File: config.mk
export PLATFORM = sky130hd
export DESIGN_NAME = playfair_digraph_cipher_top
export DESIGN_NICKNAME = d
export VERILOG_FILES = /design/src/hdl/pfc_pkg.sv /design/src/hdl/playfair_digraph_cipher_top.sv
export SDC_FILE = /design/constraint.sdc
export NUM_CORES = 1
export LEC_CHECK = 0
export ABC_AREA = 1
export BUFFER_PORTS_ARGS = -buffer_cell sky130_fd_sc_hd__buf_2
export CAP_MARGIN = 15
export CORE_ASPECT_RATIO = 1.4
export CORE_MARGIN = 4
export CORE_UTILIZATION = 60
export CTS_CLUSTER_DIAMETER = 100
export DETAILED_ROUTE_END_ITERATION = 8
export GPL_ROUTABILITY_DRIVEN = 0
export PLACE_DENSITY = 0.77
export SKIP_LAST_GASP = 1
export SYNTH_ARGS = -nofsm -noshare
export SYNTH_HDL_FRONTEND = slang
export SYNTH_SLANG_ARGS = --single-unit
File: constraint.sdc
create_clock -name clk -period 4.47 [get_ports clk]
set_input_delay 0.447 -clock clk [delete_from_list [all_inputs] [get_ports clk]]
set_output_delay 0.447 -clock clk [all_outputs]
set_load 0.01 [all_outputs]
File: src/hdl/pfc_pkg.sv
// Shared types, command codes and letter constants for the Playfair block.
// Holds the transaction structs, the sequencer state enum and cell indexing.
// No dependencies.
`timescale 1ns / 1ps
`default_nettype none

package pfc_pkg;

  localparam logic [1:0] CMD_CLEAR = 2'd0;
  localparam logic [1:0] CMD_KEY   = 2'd1;
  localparam logic [1:0] CMD_TEXT  = 2'd2;
  localparam logic [1:0] CMD_END   = 2'd3;

  localparam logic [4:0] LET_I       = 5'd8;
  localparam logic [4:0] LET_J       = 5'd9;
  localparam logic [4:0] LET_X       = 5'd23;
  localparam logic [4:0] NUM_LETTERS = 5'd26;
  localparam logic [4:0] LAST_LETTER = 5'd25;
  localparam logic [4:0] SQ_CELLS    = 5'd25;
  localparam logic [4:0] SQ_SIDE     = 5'd5;
  localparam logic [2:0] SQ_LAST     = 3'd4;

  typedef struct packed {
    logic [1:0] cmd;
    logic [4:0] letter;
  } in_t;

  typedef struct packed {
    logic [4:0] cipher_letter;
    logic       last;
  } out_t;

  typedef enum logic [2:0] {
    S_IDLE,
    S_FILL,
    S_DECIDE,
    S_LOC,
    S_CALC,
    S_EMIT1,
    S_EMIT2
  } state_t;

  function automatic logic [4:0] cell_idx(input logic [2:0] row, input logic [2:0] col);
    cell_idx = ({2'b00, row} * SQ_SIDE) + {2'b00, col};
  endfunction

endpackage

`default_nettype wire

File: src/hdl/playfair_digraph_cipher_top.sv
// Playfair encryption block: key square, letter-used flags and the sequencer.
// Depends on pfc_pkg for transaction types, command codes and constants.
//
// Usage: an input transaction carries cmd and letter (0 clear, 1 key letter,
// 2 plaintext letter, 3 end of message); j is taken as i. Each encrypted pair
// leaves as two output transactions, the second with last set.
// Clear and key letters are handled in the accepting cycle. A plaintext letter that
// only becomes pending passes through the decode state and returns to idle. The first
// plaintext letter after key entry first walks all 26 letters through the used
// flags to complete the square. A pair then passes the decode state, searches the
// square cell by cell with one shared comparator, up to all 25 cells per letter,
// and reads the cipher cells in the calc state: the first output transaction is
// registered there, the second is offered in the cycle after the first is taken.
// in_stall is high from the first cycle of that work until the second output
// transaction is taken: one item at a time.
// A stalled result holds its value and keeps the block busy.
// Reset empties the square and drops any pending letter; no clearing pass.
`timescale 1ns / 1ps
`default_nettype none

module playfair_digraph_cipher_top
  import pfc_pkg::*;
(
  input  wire logic clk,
  input  wire logic rst_n,
  input  wire logic in_valid,
  output logic      in_stall,
  input  wire in_t  in_data,
  output logic      out_valid,
  input  wire logic out_stall,
  output out_t      out_data
);

  state_t      state_r, state_nxt;
  logic [4:0]  sq_r [SQ_CELLS];
  logic [25:0] used_r, used_nxt;
  logic [4:0]  fill_r, fill_nxt;
  logic        ready_r, ready_nxt;
  logic        pv_r, pv_nxt;
  logic [4:0]  pl_r, pl_nxt;
  logic [1:0]  op_cmd_r, op_cmd_nxt;
  logic [4:0]  op_let_r, op_let_nxt;
  logic [4:0]  a_r, a_nxt;
  logic [4:0]  b_r, b_nxt;
  logic [4:0]  idx_r, idx_nxt;
  logic [2:0]  row_r, row_nxt;
  logic [2:0]  col_r, col_nxt;
  logic        phase_r, phase_nxt;
  logic [2:0]  ra_r, ra_nxt, ca_r, ca_nxt, rb_r, rb_nxt, cb_r, cb_nxt;
  logic [4:0]  o2_r, o2_nxt;
  logic [4:0]  out_let_r, out_let_nxt;
  logic        out_last_r, out_last_nxt;

  logic        sq_we;
  logic [4:0]  sq_waddr, sq_wdata;
  logic [4:0]  rd_addr, rd_data;
  logic        accept;
  logic [4:0]  cm;
  logic [4:0]  target;
  logic [2:0]  ca_inc, cb_inc, ra_inc, rb_inc;
  logic [4:0]  o1, o2;

  assign in_stall  = (state_r != S_IDLE);
  assign accept    = in_valid && !in_stall;
  assign out_valid = (state_r == S_EMIT1) || (state_r == S_EMIT2);
  assign out_data  = '{cipher_letter: out_let_r, last: out_last_r};
  assign cm        = (in_data.letter == LET_J) ? LET_I : in_data.letter;
  assign rd_data   = sq_r[rd_addr];
  assign target    = phase_r ? b_r : a_r;

  assign ca_inc = (ca_r == SQ_LAST) ? 3'd0 : ca_r + 3'd1;
  assign cb_inc = (cb_r == SQ_LAST) ? 3'd0 : cb_r + 3'd1;
  assign ra_inc = (ra_r == SQ_LAST) ? 3'd0 : ra_r + 3'd1;
  assign rb_inc = (rb_r == SQ_LAST) ? 3'd0 : rb_r + 3'd1;

  always_comb begin
    if (ra_r == rb_r) begin
      o1 = cell_idx(ra_r, ca_inc);
      o2 = cell_idx(rb_r, cb_inc);
    end else if (ca_r == cb_r) begin
      o1 = cell_idx(ra_inc, ca_r);
      o2 = cell_idx(rb_inc, cb_r);
    end else begin
      o1 = cell_idx(ra_r, cb_r);
      o2 = cell_idx(rb_r, ca_r);
    end
  end

  always_comb begin
    case (state_r)
      S_CALC:  rd_addr = o1;
      S_EMIT1: rd_addr = o2_r;
      default: rd_addr = idx_r;
    endcase
  end

  always_ff @(posedge clk) begin
    if (!rst_n) begin
      state_r <= S_IDLE;
      used_r  <= '0;
      fill_r  <= '0;
      ready_r <= 1'b0;
      pv_r    <= 1'b0;
      pl_r    <= '0;
    end else begin
      state_r <= state_nxt;
      used_r  <= used_nxt;
      fill_r  <= fill_nxt;
      ready_r <= ready_nxt;
      pv_r    <= pv_nxt;
      pl_r    <= pl_nxt;
    end
  end

  always_ff @(posedge clk) begin
    if (sq_we) begin
      sq_r[sq_waddr] <= sq_wdata;
    end
    op_cmd_r   <= op_cmd_nxt;
    op_let_r   <= op_let_nxt;
    a_r        <= a_nxt;
    b_r        <= b_nxt;
    idx_r      <= idx_nxt;
    row_r      <= row_nxt;
    col_r      <= col_nxt;
    phase_r    <= phase_nxt;
    ra_r       <= ra_nxt;
    ca_r       <= ca_nxt;
    rb_r       <= rb_nxt;
    cb_r       <= cb_nxt;
    o2_r       <= o2_nxt;
    out_let_r  <= out_let_nxt;
    out_last_r <= out_last_nxt;
  end

  always_comb begin
    state_nxt    = state_r;
    used_nxt     = used_r;
    fill_nxt     = fill_r;
    ready_nxt    = ready_r;
    pv_nxt       = pv_r;
    pl_nxt       = pl_r;
    op_cmd_nxt   = op_cmd_r;
    op_let_nxt   = op_let_r;
    a_nxt        = a_r;
    b_nxt        = b_r;
    idx_nxt      = idx_r;
    row_nxt      = row_r;
    col_nxt      = col_r;
    phase_nxt    = phase_r;
    ra_nxt       = ra_r;
    ca_nxt       = ca_r;
    rb_nxt       = rb_r;
    cb_nxt       = cb_r;
    o2_nxt       = o2_r;
    out_let_nxt  = out_let_r;
    out_last_nxt = out_last_r;
    sq_we        = 1'b0;
    sq_waddr     = fill_r;
    sq_wdata     = cm;

    case (state_r)
      S_IDLE: begin
        idx_nxt   = '0;
        row_nxt   = '0;
        col_nxt   = '0;
        phase_nxt = 1'b0;
        if (accept) begin
          op_cmd_nxt = in_data.cmd;
          op_let_nxt = cm;
          case (in_data.cmd)
            CMD_CLEAR: begin
              used_nxt  = '0;
              fill_nxt  = '0;
              ready_nxt = 1'b0;
              pv_nxt    = 1'b0;
              pl_nxt    = '0;
            end
            CMD_KEY: begin
              if (in_data.letter < NUM_LETTERS && !ready_r && !used_r[cm] &&
                  fill_r < SQ_CELLS) begin
                sq_we    = 1'b1;
                used_nxt = used_r | (26'd1 << cm);
                fill_nxt = fill_r + 5'd1;
              end
            end
            CMD_TEXT: begin
              if (in_data.letter < NUM_LETTERS) begin
                state_nxt = ready_r ? S_DECIDE : S_FILL;
              end
            end
            CMD_END: begin
              if (pv_r) begin
                state_nxt = ready_r ? S_DECIDE : S_FILL;
              end
            end
            default: ;
          endcase
        end
      end

      S_FILL: begin
        sq_wdata = idx_r;
        if (idx_r != LET_J && !used_r[idx_r] && fill_r < SQ_CELLS) begin
          sq_we    = 1'b1;
          used_nxt = used_r | (26'd1 << idx_r);
          fill_nxt = fill_r + 5'd1;
        end
        if (idx_r == LAST_LETTER) begin
          ready_nxt = 1'b1;
          idx_nxt   = '0;
          state_nxt = S_DECIDE;
        end else begin
          idx_nxt = idx_r + 5'd1;
        end
      end

      S_DECIDE: begin
        a_nxt     = pl_r;
        b_nxt     = LET_X;
        state_nxt = S_LOC;
        if (op_cmd_r == CMD_END) begin
          pv_nxt = 1'b0;
        end else if (!pv_r) begin
          pl_nxt    = op_let_r;
          pv_nxt    = 1'b1;
          state_nxt = S_IDLE;
        end else if (op_let_r != pl_r) begin
          b_nxt  = op_let_r;
          pv_nxt = 1'b0;
        end
      end

      S_LOC: begin
        if (rd_data == target) begin
          idx_nxt = '0;
          row_nxt = '0;
          col_nxt = '0;
          if (!phase_r) begin
            ra_nxt    = row_r;
            ca_nxt    = col_r;
            phase_nxt = 1'b1;
          end else begin
            rb_nxt    = row_r;
            cb_nxt    = col_r;
            state_nxt = S_CALC;
          end
        end else begin
          idx_nxt = idx_r + 5'd1;
          if (col_r == SQ_LAST) begin
            col_nxt = '0;
            row_nxt = row_r + 3'd1;
          end else begin
            col_nxt = col_r + 3'd1;
          end
        end
      end

      S_CALC: begin
        out_let_nxt  = rd_data;
        out_last_nxt = 1'b0;
        o2_nxt       = o2;
        state_nxt    = S_EMIT1;
      end

      S_EMIT1: begin
        if (!out_stall) begin
          out_let_nxt  = rd_data;
          out_last_nxt = 1'b1;
          state_nxt    = S_EMIT2;
        end
      end

      S_EMIT2: begin
        if (!out_stall) begin
          state_nxt = S_IDLE;
        end
      end

      default: state_nxt = S_IDLE;
    endcase
  end

endmodule

`default_nettype wire

After elaboration in Yosys (flattened, before gate mapping)
Memory sizes are Yosys's and may differ from the RTL's.
Index checks and enable logic that the tools add are counted.
Cells by class
  equal/unequal tests: 38
  shift operators: 2
  add/sub/neg operators: 14
  $mul: 4
  magnitude comparators: 4
  reduce and logical (&&, ||, !) cells: 31
  bitwise operators: 5
  multiplexer cells: 74
Operator list (number)
  26-bit one-hot mux with 2 select lines: 2
  5-bit 2-to-1 mux: 17
  26-bit 2-to-1 mux: 3
  26-bit bitwise OR: 2
  1-bit by 5-bit left shift with 26-bit output, first input constant: 2
  5-bit one-hot mux with 2 select lines: 5
  3-bit 2-to-1 mux: 16
  5-bit by 3-bit adder with 5-bit output: 6
  3-bit == test, second input constant: 8
  3-bit one-hot mux with 7 select lines: 1
  3-bit by 3-bit multiplier with 5-bit output, second input constant: 4
  3-bit by 1-bit adder with 3-bit output, second input constant: 6
  2-bit inequality test, second input constant: 9
  3-bit one-hot mux with 2 select lines: 3
  1-bit 2-to-1 mux: 16
  5-bit one-hot mux with 3 select lines: 1
  5-bit by 6-bit less-than comparator with 1-bit output, second input constant: 2
  3-bit inequality test, second input constant: 4
  5-bit by 1-bit adder with 5-bit output, second input constant: 2
  1-bit binary-select mux with 5-bit select: 2
  5-bit less-than comparator, second input constant: 2
  1-bit one-hot mux with 2 select lines: 5
  5-bit AND reduction: 2
  3-bit AND reduction: 3
  other kinds (25): 49
Word-level totals
  RAM bits: 125
  output and inout port bits: 8
  flip-flop bits (word level): 93
  input port bits: 11
  word-level logic and storage cells: 194
  memories kept: 1
Memory list
  sq_r: words 25, width 5, rd ports 1, clocked after Yosys merged registers in 0, write ports 1, RTL line playfair_digraph_cipher_top.sv:35  | logic [4:0] sq_r [SQ_CELLS];

Longest topological paths before layout
Gate-level depths: netlist of run 1.
  word-level depth: 13
  depth in mapped cells: 29
  gate-level depth less buffers: 29

Worst setup path after synthesis of run 1
OpenSTA, ideal clock, no wires.
  kind: reg2reg
  start point: reg ra_r[1]
  end point: reg ca_r[0], enable pin
  period minus slack after synthesis: 3987 ps
  arrival: 3637 ps
  data required time: 4120 ps
  cell stages (with the launch flop): 23
  path buffers: 1
  setup time: 350 ps
  setup slack: 483 ps
  path through: edfxtp_1 > inv_1 > ha_1 > nand2_1 > nand3_1 > inv_1 > ha_1 > ha_1 > fa_1 > o21ai_1 > nand2_1 > a31oi_4 > inv_2 > buf_6 > nor2_1 > o21ai_1 > nand3_1 > nand3_1 > nand2_1 > nand2_1 > nand2_1 > nand4_1 > nor2_1
On the way
  cells in the longest elaborated chain, start to end: 10
  elaborated cells on any way between the ends: 15
  those cells by class: 4 x add/sub; 2 x mul; 3 x eq/ne; 4 x mux; 1 x reduce/logical; 1 x memory
Ends and longest elaborated chain
  from (decl): RTL line playfair_digraph_cipher_top.sv:49  | logic [2:0] ra_r, ra_nxt, ca_r, ca_nxt, rb_r, rb_nxt, cb_r, cb_nxt;
  from (signal assigned): RTL line playfair_digraph_cipher_top.sv:127  | ra_r <= ra_nxt;
  3-bit by 1-bit adder with 3-bit output or 3-bit == test (tied branches): RTL line playfair_digraph_cipher_top.sv:73  | assign ra_inc = (ra_r == SQ_LAST) ? 3'd0 : ra_r + 3'd1;
  3-bit 2-to-1 mux: RTL line playfair_digraph_cipher_top.sv:73
  3-bit by 3-bit multiplier with 5-bit output: RTL line pfc_pkg.sv:44  | cell_idx = ({2'b00, row} * SQ_SIDE) + {2'b00, col};
  5-bit by 3-bit adder with 5-bit output: RTL line pfc_pkg.sv:44
  5-bit 2-to-1 mux: RTL line playfair_digraph_cipher_top.sv:80  | end else if (ca_r == cb_r) begin
  5-bit 2-to-1 mux (*): RTL line playfair_digraph_cipher_top.sv:77  | if (ra_r == rb_r) begin
  5-bit one-hot mux with 2 select lines (*): RTL line playfair_digraph_cipher_top.sv:90  | case (state_r)
  memory read 25 x 5 bit (*)
  5-bit == test (*): RTL line playfair_digraph_cipher_top.sv:235  | if (rd_data == target) begin
  3-bit AND reduction (no line) (*)
  to (signal assigned): RTL line playfair_digraph_cipher_top.sv:128  | ca_r <= ca_nxt;
  to (decl): RTL line playfair_digraph_cipher_top.sv:49
Every way passes the cells marked *; elsewhere a longest branch is shown, timed or not.
A chain may end at the register's enable or synchronous reset.

Worst setup path after layout of run 1
  start point: reg ra_r[0]
  end point: reg ca_r[0], enable pin
The elaborated chain is that of the path after synthesis.

==> results.tsv, run 1 <==
metric	value	unit
finClkSkew	0.0119	ns
via_per_inst	5.99	
async_reset_ff_share	0	%
max_cap_violations	0	
worstHoldPathType	primary input to flip-flop	
crit_path_cell_trace	inv_2, ha_1, nand2_1, nand3_2, inv_1, ha_1, ha_4, fa_1, o21ai_1, nand2_1, a31oi_4, buf_6, nand3_1, nand3_1, nand3_2, nand3b_1, nand2_1, nor2_2, nand4_1, nor2_1, buf_4	
fillers	1557	
max_stage_delay	0.47	ns
antenna_found_initial	0	
period_minus_slack	4.30	ns
r2r_cells	21	
synth_top_area_cell	edfxtp_1	
die-area	21800	um2
antennaDiodeCount	0	
vdd_drop_max	0.523	mV
drt-pass1-iter-count	6	
die_h	173	um
synth-seq-cells	218	
cp_max_fo	14	
ctsHoldBuffers	0	
drc	0	
drv_slew	0	
power_leakage	0.00506	uW
critical_path.startpoint	ra_r[0]	
rows	60	
ff_latch_area	6140	um2
area_delta_synth_final	10.1	%
grt_remaining_overflow	0	
met2_usage	45.6	%
ys_dominant_reg_cell	edfxtp_1	
ioPinCount	19	
yosysWarnings	0	
vias	9376	
setup_viol	0	
grt_use_met3	2.68	%
portBuffers	18	
worst_slew_pin_slew	0.998	ns
clock-sinks	218	
insertion_delay	0.51	ns
critPathLaunchType	flip-flop	
fp.dieW	126	um
routedWlPerCell	18.7	um
netlist_area	11700	um2
fin_tns_setup	0	ns
r2r_setup_slack	0.17	ns
crit_buf_inv	4	
cts_tree	yes	
syn-num-nets	1337	
yosys-top-cells-area	edfxtp_1 (45%), nand2_1 (7.4%), nand3_1 (7.2%)	
path_class	flip-flop to flip-flop	
pre_cts_slack	0.0960	ns
fin_crit_sh	96.3	%
clk_pin_slew_worst_paths	0.07	ns
grt_max_degree	33	
clock.fmax	232	MHz
cp.depth	21	
drtIter0Drc	931	
cts_buffer_depth	3	
maxSlewHeadroom	33.0	%
timing.rr.end	ca_r[0]	
drtAntennaViolNets	0	
ys_seq_area_share	52.4	%
clockRootBuffer	clkbuf_16	
synth.most_common_cell	nand2_1	
initial_utilization	60.9	%
status	finished, final reports clean	
dp_hpwl	20.4	mm
core	19200	um2
end_kind	flip-flop	
p_per_area	593	nW/um2
synth_cell_types	53	
slowest_stage	edfxtp_1	
cp.required	4.68	ns
synthCells	1267	
r2r_start	ra_r[0]	
met1_usage	32.4	%
cp_common_cell	nand2_1	
grt_usage	26.1	%
cp_top_family	simple AND/OR/NAND/NOR gates	
busiest_layer	met2	
layout-drive-gt1-share	11.0	%
grt_pass1_vias	8850	
arrival	4.51	ns
grt_pass1_wl	45.9	mm
synth_top_area_share	45.4	%
cp-endpoint	ca_r[0]	
hold_violations	0	
setup_ws	0.167	ns
numCtsBuffers	21	
synth_edf_count	177	
htreeDepth	1	
multiInputGateArea	4750	um2
synthTopCellsByCount	nand2_1 (231), edfxtp_1 (177), nand3_1 (168)	
syn_area_per_cell	9.24	um2
routed_wl	29.3	mm
layout.nets	1374	
logic make-up (layout without fill, tap and decap cells):
group                    count (synthesis)  after routing  synth area share [%]
AND/OR/NAND/NOR                        562            562                  21.6
flip-flops                             218            218                  52.4
AO/OA/AOI/OAI                          210            210                  10.3
buffers and inverters                  197            247                  7.28
adder cells (fa/ha/maj)                 59             59                  6.69
XOR/XNOR                                17             17                  1.34
multiplexers                             4              4                 0.342
flip-flops by register name, indices dropped and copies added, names as in the netlist:
register    count
sq_r          125
used_r         26
a_r             5
b_r             5
fill_r          5
idx_r           5
o2_r            5
op_let_r        5
out_let_r       5
pl_r            5
ca_r            3
cb_r            3
col_r           3
ra_r            3
rb_r            3
row_r           3
state_r         3
op_cmd_r        2
out_last_r      1
phase_r         1
pv_r            1
ready_r         1
layer usage:
layer  wire [um]  share of wire, %
met5           0                 0
met1       11200                38
met2       14800                51
met4        1430               4.9
met3        1910               6.5
stage by stage:
step / total power, uW / hold WS [ns] / instance area [um2] / cells / util (%)
finish: 7650 / 0.140 / 12900 / 1565 / 67.1
detailed placement: 5870 / 0.454 / 12100 / 1521 / 63.2
floorplan: 4840 / 0.431 / 11700 / 1267 / -
global placement: 5800 / 0.458 / 12100 / 1521 / 63.2
global route: 8040 / 0.144 / 12900 / 1565 / 67.1
CTS: 7580 / 0.126 / 12800 / 1557 / 66.6
how the worst min path moves through the flow:
stage / end / slack [ns] / start / cells after the start
floorplan: a_r[4] / 0.43 / pl_r[4] / 0
detailed placement: a_r[4] / 0.45 / pl_r[4] / 0
CTS: op_cmd_r[0] / 0.13 / in_data[5] / 1
global route: op_cmd_r[0] / 0.14 / in_data[5] / 1
global placement: a_r[4] / 0.46 / pl_r[4] / 0
finish: op_cmd_r[0] / 0.14 / in_data[5] / 1
worst reg2reg max path, delay by kind of cell (launching register included):
kind            cells  cell delay (ns)
simple gates       11             1.52
compound gates      2             0.32
flops               1             0.47
fa+ha+maj           4             1.17
buf+inv             4             0.52
area by class of cell:
| class | instances | area share [%] |
|---|---|---|
| Sequential cell | 218 | 47.6 |
| Multi-Input combinational cell | 852 | 36.8 |
| Tap cell | 248 | 2.41 |
| Clock inverter | 10 | 0.825 |
| Clock buffer | 26 | 4.22 |
| Inverter | 144 | 4.20 |
| Timing Repair Buffer | 67 | 3.91 |
where the power goes:
part	switching (uW)	internal [uW]	total [uW]
clock network	736	982	1720
logic	2140	1060	3200
registers	168	2570	2730
total	3040	4600	7650
what timing repair did:
item | in CTS | in global routing
resized for setup | 0 | 12
endpoints found under the hold margin | 0 | 0
setup endpoints to repair | 0 | 30
buffers inserted | 0 | 7
placed cells by master, fill, tap and decap left out, drive strengths merged, types with 9 or more instances in the layout:
cell type	synthesis	layout
a21oi	83	83
buf	34	66
clkbuf	19	26
clkinv	7	13
dfxtp	41	41
edfxtp	177	177
ha	53	53
inv	137	138
nand2	242	242
nand3	174	174
nand3b	9	9
nand4	13	13
nor2	102	102
nor3	13	13
o211ai	12	12
o21ai	64	64
o22ai	19	19
xnor2	13	13
Power figures use the tool's default switching activity.
==> run 2, diff against run 1 <==
CTS_BUF_LIST = sky130_fd_sc_hd__clkbuf_16   (was default)
RECOVER_POWER = 100   (was default)
==> run 2 against run 1 <==
The run now ends with max-capacitance violations, max-slew violations left; fmax grew 0.42%; count of clock-buffer cells in the layout shrank 5; design area shrank 0.60%; worst hold slack gained 0.031 ns; utilization shrank 0.40 points; critical endpoint unchanged; largest power group unchanged.
==> results.tsv, run 2 (same netlist as run 1, synthesis figures left out) <==
metric	value	unit	change
routedWlPerCell	18.8	um	+0.12%
fin_tns_setup	0	ns	unchanged
routed_wl	29.4	mm	+0.12%
rows	60		unchanged
worstHoldPathType	primary input to flip-flop		
clk_pin_slew_worst_paths	0.07	ns	about the same
core	19200	um2	unchanged
cp.required	4.68	ns	about the same
initial_utilization	60.9	%	unchanged
antennaDiodeCount	0		unchanged
r2r_cells	21		unchanged
die_h	173	um	unchanged
end_kind	flip-flop		
power_leakage	0.00499	uW	-1.3%
drt-pass1-iter-count	5		-1
p_per_area	593	nW/um2	about the same
r2r_setup_slack	0.19	ns	+0.02 ns
grt_max_degree	33		unchanged
cts_tree	yes		
layout-drive-gt1-share	8.58	%	-2.4 points
setup_viol	0		unchanged
numCtsBuffers	21		unchanged
drtAntennaViolNets	0		unchanged
clockRootBuffer	clkbuf_16		
arrival	4.50	ns	about the same
largest_reg_flops	125		unchanged
grt_pass1_vias	8856		+0.068%
die-area	21800	um2	unchanged
drc	0		unchanged
fin_crit_sh	95.9	%	-0.40 points
hold_depth	1		unchanged
drv_slew	7		+7
grt_remaining_overflow	0		unchanged
portBuffers	18		unchanged
path_class	flip-flop to flip-flop		
hold_slack	0.171	ns	+0.0315 ns
clock-sinks	218		unchanged
setup_ws	0.185	ns	+0.0178 ns
grt_pass1_wl	45.9	mm	about the same
timing.rr.end	ca_r[0]		
vdd_drop_max	0.500	mV	-4.5%
vias	9371		-0.053%
final_cell_mix	nand2_1 (233), edfxtp_1 (177), nand3_1 (167), inv_1 (129), nor2_1 (97)		
final_common_cell	nand2_1		
finClkSkew	0.0111	ns	-0.000823 ns
largestRegisters	sq_r (125), used_r (26)		
cts_buffer_depth	3		unchanged
via_per_inst	5.99		about the same
pre_cts_slack	0.0960	ns	unchanged
grt_usage	26.1	%	about the same
holdPathEnd	op_cmd_r[0]		
maxSlewHeadroom	-3.00	%	-36 points
fillers	1577		+1.3%
fin_util	66.7	%	-0.40 points
area_delta_synth_final	9.47	%	
ctsHoldBuffers	0		unchanged
failed_checks	max-capacitance violations, max-slew violations		
max_cap_violations	1		+1
cp_max_fo	14		unchanged
holdCritStartpoint	in_data[5]		
fp.dieW	126	um	unchanged
period_minus_slack	4.28	ns	-0.0178 ns
critPathLaunchType	flip-flop		
drtIter0Drc	1032		+11%
r2r_start	ra_r[0]		
regMostFlops	sq_r		
ioPinCount	19		unchanged
insertion_delay	0.51	ns	about the same
worst_slew_pin_slew	1.53	ns	+0.531 ns
status	finished, violations left		
antenna_found_initial	0		unchanged
dp_hpwl	20.4	mm	unchanged
clock.fmax	233	MHz	+0.42%
p_total	7600	uW	-0.65%
layout.nets	1374		unchanged
htreeDepth	1		unchanged
hold_violations	0		unchanged
==> run 2: cell types whose count changed in the layout (fill, tap and decap cells not counted), moves of 2 or more <==
cell	delta
o21ai_1	-9
buf_4	-13
nand2_2	-2
inv_2	-3
buf_2	-14
clkbuf_1	+20
nand2_1	+2
o21ai_0	+9
inv_1	+8
==> run 2: worst max path at each step <==
stage | startpoint | slack, ns | depth (start not counted) | end
CTS | ra_r[0] | 0.07 | 20 | row_r[0]
floorplan | ra_r[1] | 0.48 | 22 | ca_r[0]
global route | ra_r[0] | -0.06 | 25 | ca_r[0]
finish | ra_r[0] | 0.19 | 21 | ca_r[0]
detailed placement | ra_r[0] | 0.1 | 20 | row_r[0]
global placement | ra_r[0] | 0.25 | 20 | row_r[1]
==> run 2: per-layer routing <==
metal | vias up | wire [um] | track usage [%]
met3 | 115 | 1990 | 2.74
li1 | 4453 | - | -
met1 | 4377 | 11100 | 32.3
met5 | - | 0 | 0
met4 | 0 | 1460 | 12.3
met2 | 426 | 14800 | 45.5
==> run 2: layout make-up <==
cell class,count,area [um2],share of cell area [%]
flip-flops and latches,218,6140,47.9
multi-input cells,852,4730,36.9
inverters,144,542,4.23
clock buffers,21,526,4.10
repair buffers,67,443,3.46
well taps,248,310,2.42
clock inverters,15,125,0.977
==> run 2: worst max-delay path, cell delays in order, from the launching register on <==
cell and delay [ns]:
edfxtp_1 0.47, ha_1 0.26, inv_1 0.05, nand2_1 0.06, nand3_2 0.10, inv_1 0.05, ha_1 0.31, ha_4 0.25
fa_1 0.46, o21ai_1 0.15, nand2_1 0.10, a31oi_4 0.17, buf_6 0.20, nand3_1 0.18, nand3_1 0.15, nand3_2 0.10
nand3b_1 0.09, nand2_1 0.07, nor2_2 0.13, nand4_1 0.27, nor2_1 0.19, buf_4 0.17
==> run 2: metrics by stage <==
step           cell area (um2)  instances
5_1_grt                  12800       1565
4_1_cts                  12800       1557
2_1_floorplan            11700       1267
3_5_place_dp             12100       1521
3_3_place_gp             12100       1521
6_report                 12800       1565
==> run 2: what timing repair did <==
item,in CTS,in global routing
buffers inserted,0,7
hold endpoints to repair,0,0
endpoints found under the setup margin,0,30
gates resized for setup,0,12
==> run 2: report_power, final <==
part	internal (uW)	total [uW]	switching [uW]
combinational	1020	3150	2130
clock	970	1710	740
sequential	2570	2740	167
==> run 3, diff against run 2 <==
ABC_AREA = default   (was 1)
==> run 3 against run 2 <==
Worst setup slack got worse by 0.41 ns; critical endpoint is now ra_r[0]; clock power barely moved; the run ends with negative setup slack left; cell count fell by 10%.
==> results.tsv, run 3 <==
metric	value	unit	change
power_leakage	0.00511	uW	+2.4%
regMostFlops	sq_r		
max_stage_delay	0.52	ns	+0.05 ns
arrival	4.90	ns	+0.40 ns
antenna_found_initial	0		unchanged
setup_viol	30		+30
fin_util	71.9	%	+5.2 points
area_delta_synth_final	18.2	%	
routed_wl	30.9	mm	+5.4%
ys_dominant_reg_cell	edfxtp_1		
failed_checks	negative setup slack		
die_h	173	um	about the same
grt_pass1_vias	9146		+3.3%
final_cell_mix	edfxtp_1 (177), buf_4 (110), nor2_1 (89), nand2_1 (80), a21oi_1 (65)		
synth_edf_count	177		unchanged
rows	60		unchanged
clock.fmax	213	MHz	-8.6%
synthTopCellsByCount	edfxtp_1 (177), nor2_1 (90), nand2_1 (83)		
portBuffers	18		unchanged
numCtsBuffers	21		unchanged
fin_crit_sh	105	%	+9.1 points
busiest_layer	met2		
final_common_cell	edfxtp_1		
initial_utilization	60.8	%	-0.065 points
clock-sinks	218		unchanged
vias	9046		-3.5%
ys_seq_area_share	52.5	%	+0.056 points
synth.most_common_cell	edfxtp_1		
yosys-top-cells-area	edfxtp_1 (45%), dfxtp_1 (7.0%), ha_1 (5.7%)		
async_reset_ff_share	0	%	unchanged
holdCritStartpoint	in_data[5]		
core	19200	um2	unchanged
syn_area_per_cell	11.3	um2	+22%
rsz0062_at_grt	yes		
grt_pass1_wl	47.8	mm	+4.1%
cp_max_fo	6		-8
critPathLaunchType	flip-flop		
htreeDepth	1		unchanged
antennaDiodeCount	0		unchanged
combPwrFrac	39.2	%	-2.2 points
crit_path_cell_trace	buf_4, buf_4, buf_4, ha_1, ha_1, a21oi_1, xnor2_1, a21oi_1, nand2_1, buf_4, a2111oi_2, a211o_1, or3_1, nand4_1, buf_6, nor4_4, and2_4		
drtAntennaViolNets	0		unchanged
synth-seq-cells	218		unchanged
cp.depth	17		-19%
p_int	4540	uW	-0.35%
cts_buffer_depth	3		unchanged
via_per_inst	6.42		+7.2%
worst_slew_pin_slew	1.23	ns	-0.298 ns
layout.nets	1217		-11%
clk_pin_slew_worst_paths	0.06	ns	about the same
drt-pass1-iter-count	7		+2
crit_buf_inv	5		+1
drc	0		unchanged
largest_reg_flops	125		unchanged
cp.required	4.68	ns	about the same
slowest_stage	a21oi_1		
layout-drive-gt1-share	22.6	%	+14 points
netlist_area	11700	um2	-0.11%
synth_top_area_cell	edfxtp_1		
hold_slack	0.323	ns	+0.151 ns
cts_tree	yes		
insertion_delay	0.49	ns	-0.02 ns
clockRootBuffer	clkbuf_16		
p_clk_share	23.9	%	+1.4 points
grt_usage	27.6	%	+1.5 points
status	finished, violations left		
hold_violations	0		unchanged
synth_top_area_share	45.5	%	+0.049 points
pre_cts_slack	-0.330	ns	-0.426 ns
ctsHoldBuffers	0		unchanged
critical_path.startpoint	ra_r[0]		
die-area	21800	um2	-0.10%
grt_remaining_overflow	0		unchanged
vdd_drop_max	0.394	mV	-21%
finClkSkew	0.0111	ns	-0.00000650 ns
r2r_cells	17		-19%
path_class	flip-flop to flip-flop		
yosysWarnings	0		unchanged
fp.dieW	126	um	about the same
cp_common_cell	buf_4		
period_minus_slack	4.69	ns	+0.405 ns
maxSlewHeadroom	18.0	%	+21 points
ioPinCount	19		unchanged
p_per_area	510	nW/um2	-14%
syn-num-nets	1109		-17%
swShare	35.6	%	-4.4 points
routedWlPerCell	22.0	um	+17%
setup_ws	-0.220	ns	-0.405 ns
cp_top_family	compound AO/OA/AOI/OAI gates		
seqPwrFrac	36.9	%	+0.8 points
grt_use_met3	3.09	%	+0.35 points
largestRegisters	sq_r (125), used_r (26)		
met2_usage	48.6	%	+3.1 points
hold_depth	1		unchanged
synthCells	1039		-18%
grt_max_degree	29		-12%
end_kind	flip-flop		
met1_usage	32.3	%	about the same
worstHoldPathType	primary input to flip-flop		
r2r_start	ra_r[0]		
max_cap_violations	0		-1
dp_hpwl	21.2	mm	+4.1%
switchingPower	2510	uW	-18%
synth_cell_types	82		+55%
drv_slew	0		-7
drtIter0Drc	823		-20%
[run 3: final timing paths]
kind / end / slack [ns]
worst max register to register: ra_r[0] / -0.22
worst min-delay path: op_cmd_r[0] / 0.32
worst min register to register: used_r[9] / 0.45
worst max-delay path: ra_r[0] / -0.22
[run 3: area by class of cell]
| type | instances | area, um2 |
|---|---|---|
| repair buffers | 147 | 1070 |
| clock buffers | 21 | 526 |
| well taps | 248 | 310 |
| inverters | 44 | 165 |
| fillers | 1277 | 5410 |
| flip-flops and latches | 218 | 6140 |
| multi-input cells | 715 | 5480 |
| clock inverters | 16 | 123 |
[run 3: per-layer routing]
layer | share of wire (%) | vias to the layer above
li1 | - | 4109
met1 | 36 | 4311
met2 | 50 | 486
met3 | 6.9 | 140
met4 | 6.9 | 0
met5 | 0 | -
[run 3: power by group through the flow]
| stage | logic, uW | registers, uW | clock network (uW) |
|---|---|---|---|
| detailed placement | 2310 | 2640 | 0 |
| finish | 2770 | 2600 | 1690 |
| global route | 2950 | 2610 | 1800 |
| CTS | 2460 | 2590 | 1700 |
| floorplan | 1480 | 2580 | 0 |
| global placement | 2270 | 2630 | 0 |
[run 3: repair_timing]
action | in CTS | in global routing
gates resized for setup | 34 | 47
endpoints found under the setup margin | 30 | 30
setup buffers | 7 | 10
cloned | 1 | 0
pin swaps | 17 | 29
[run 3: cell families after synthesis]
| family | synth area share (%) |
|---|---|
| AND/OR/NAND/NOR | 14.6 |
| multiplexers | 6.20 |
| adder cells (fa/ha/maj) | 6.70 |
| flip-flops | 52.5 |
| buffers and inverters | 3.78 |
| AO/OA/AOI/OAI | 13.5 |
| XOR/XNOR | 2.81 |
[run 3: through the flow]
step	instance area (um2)	TNS (ns)	std cells	total power, uW
final	13800	-5.01	1409	7050
after global routing	13800	-7.76	1409	7360
after CTS	13600	0	1399	6750
after detailed placement	12700	-8.31	1354	4940
after global placement	12700	-5.43	1354	4900
after floorplan	11700	0	1039	4050
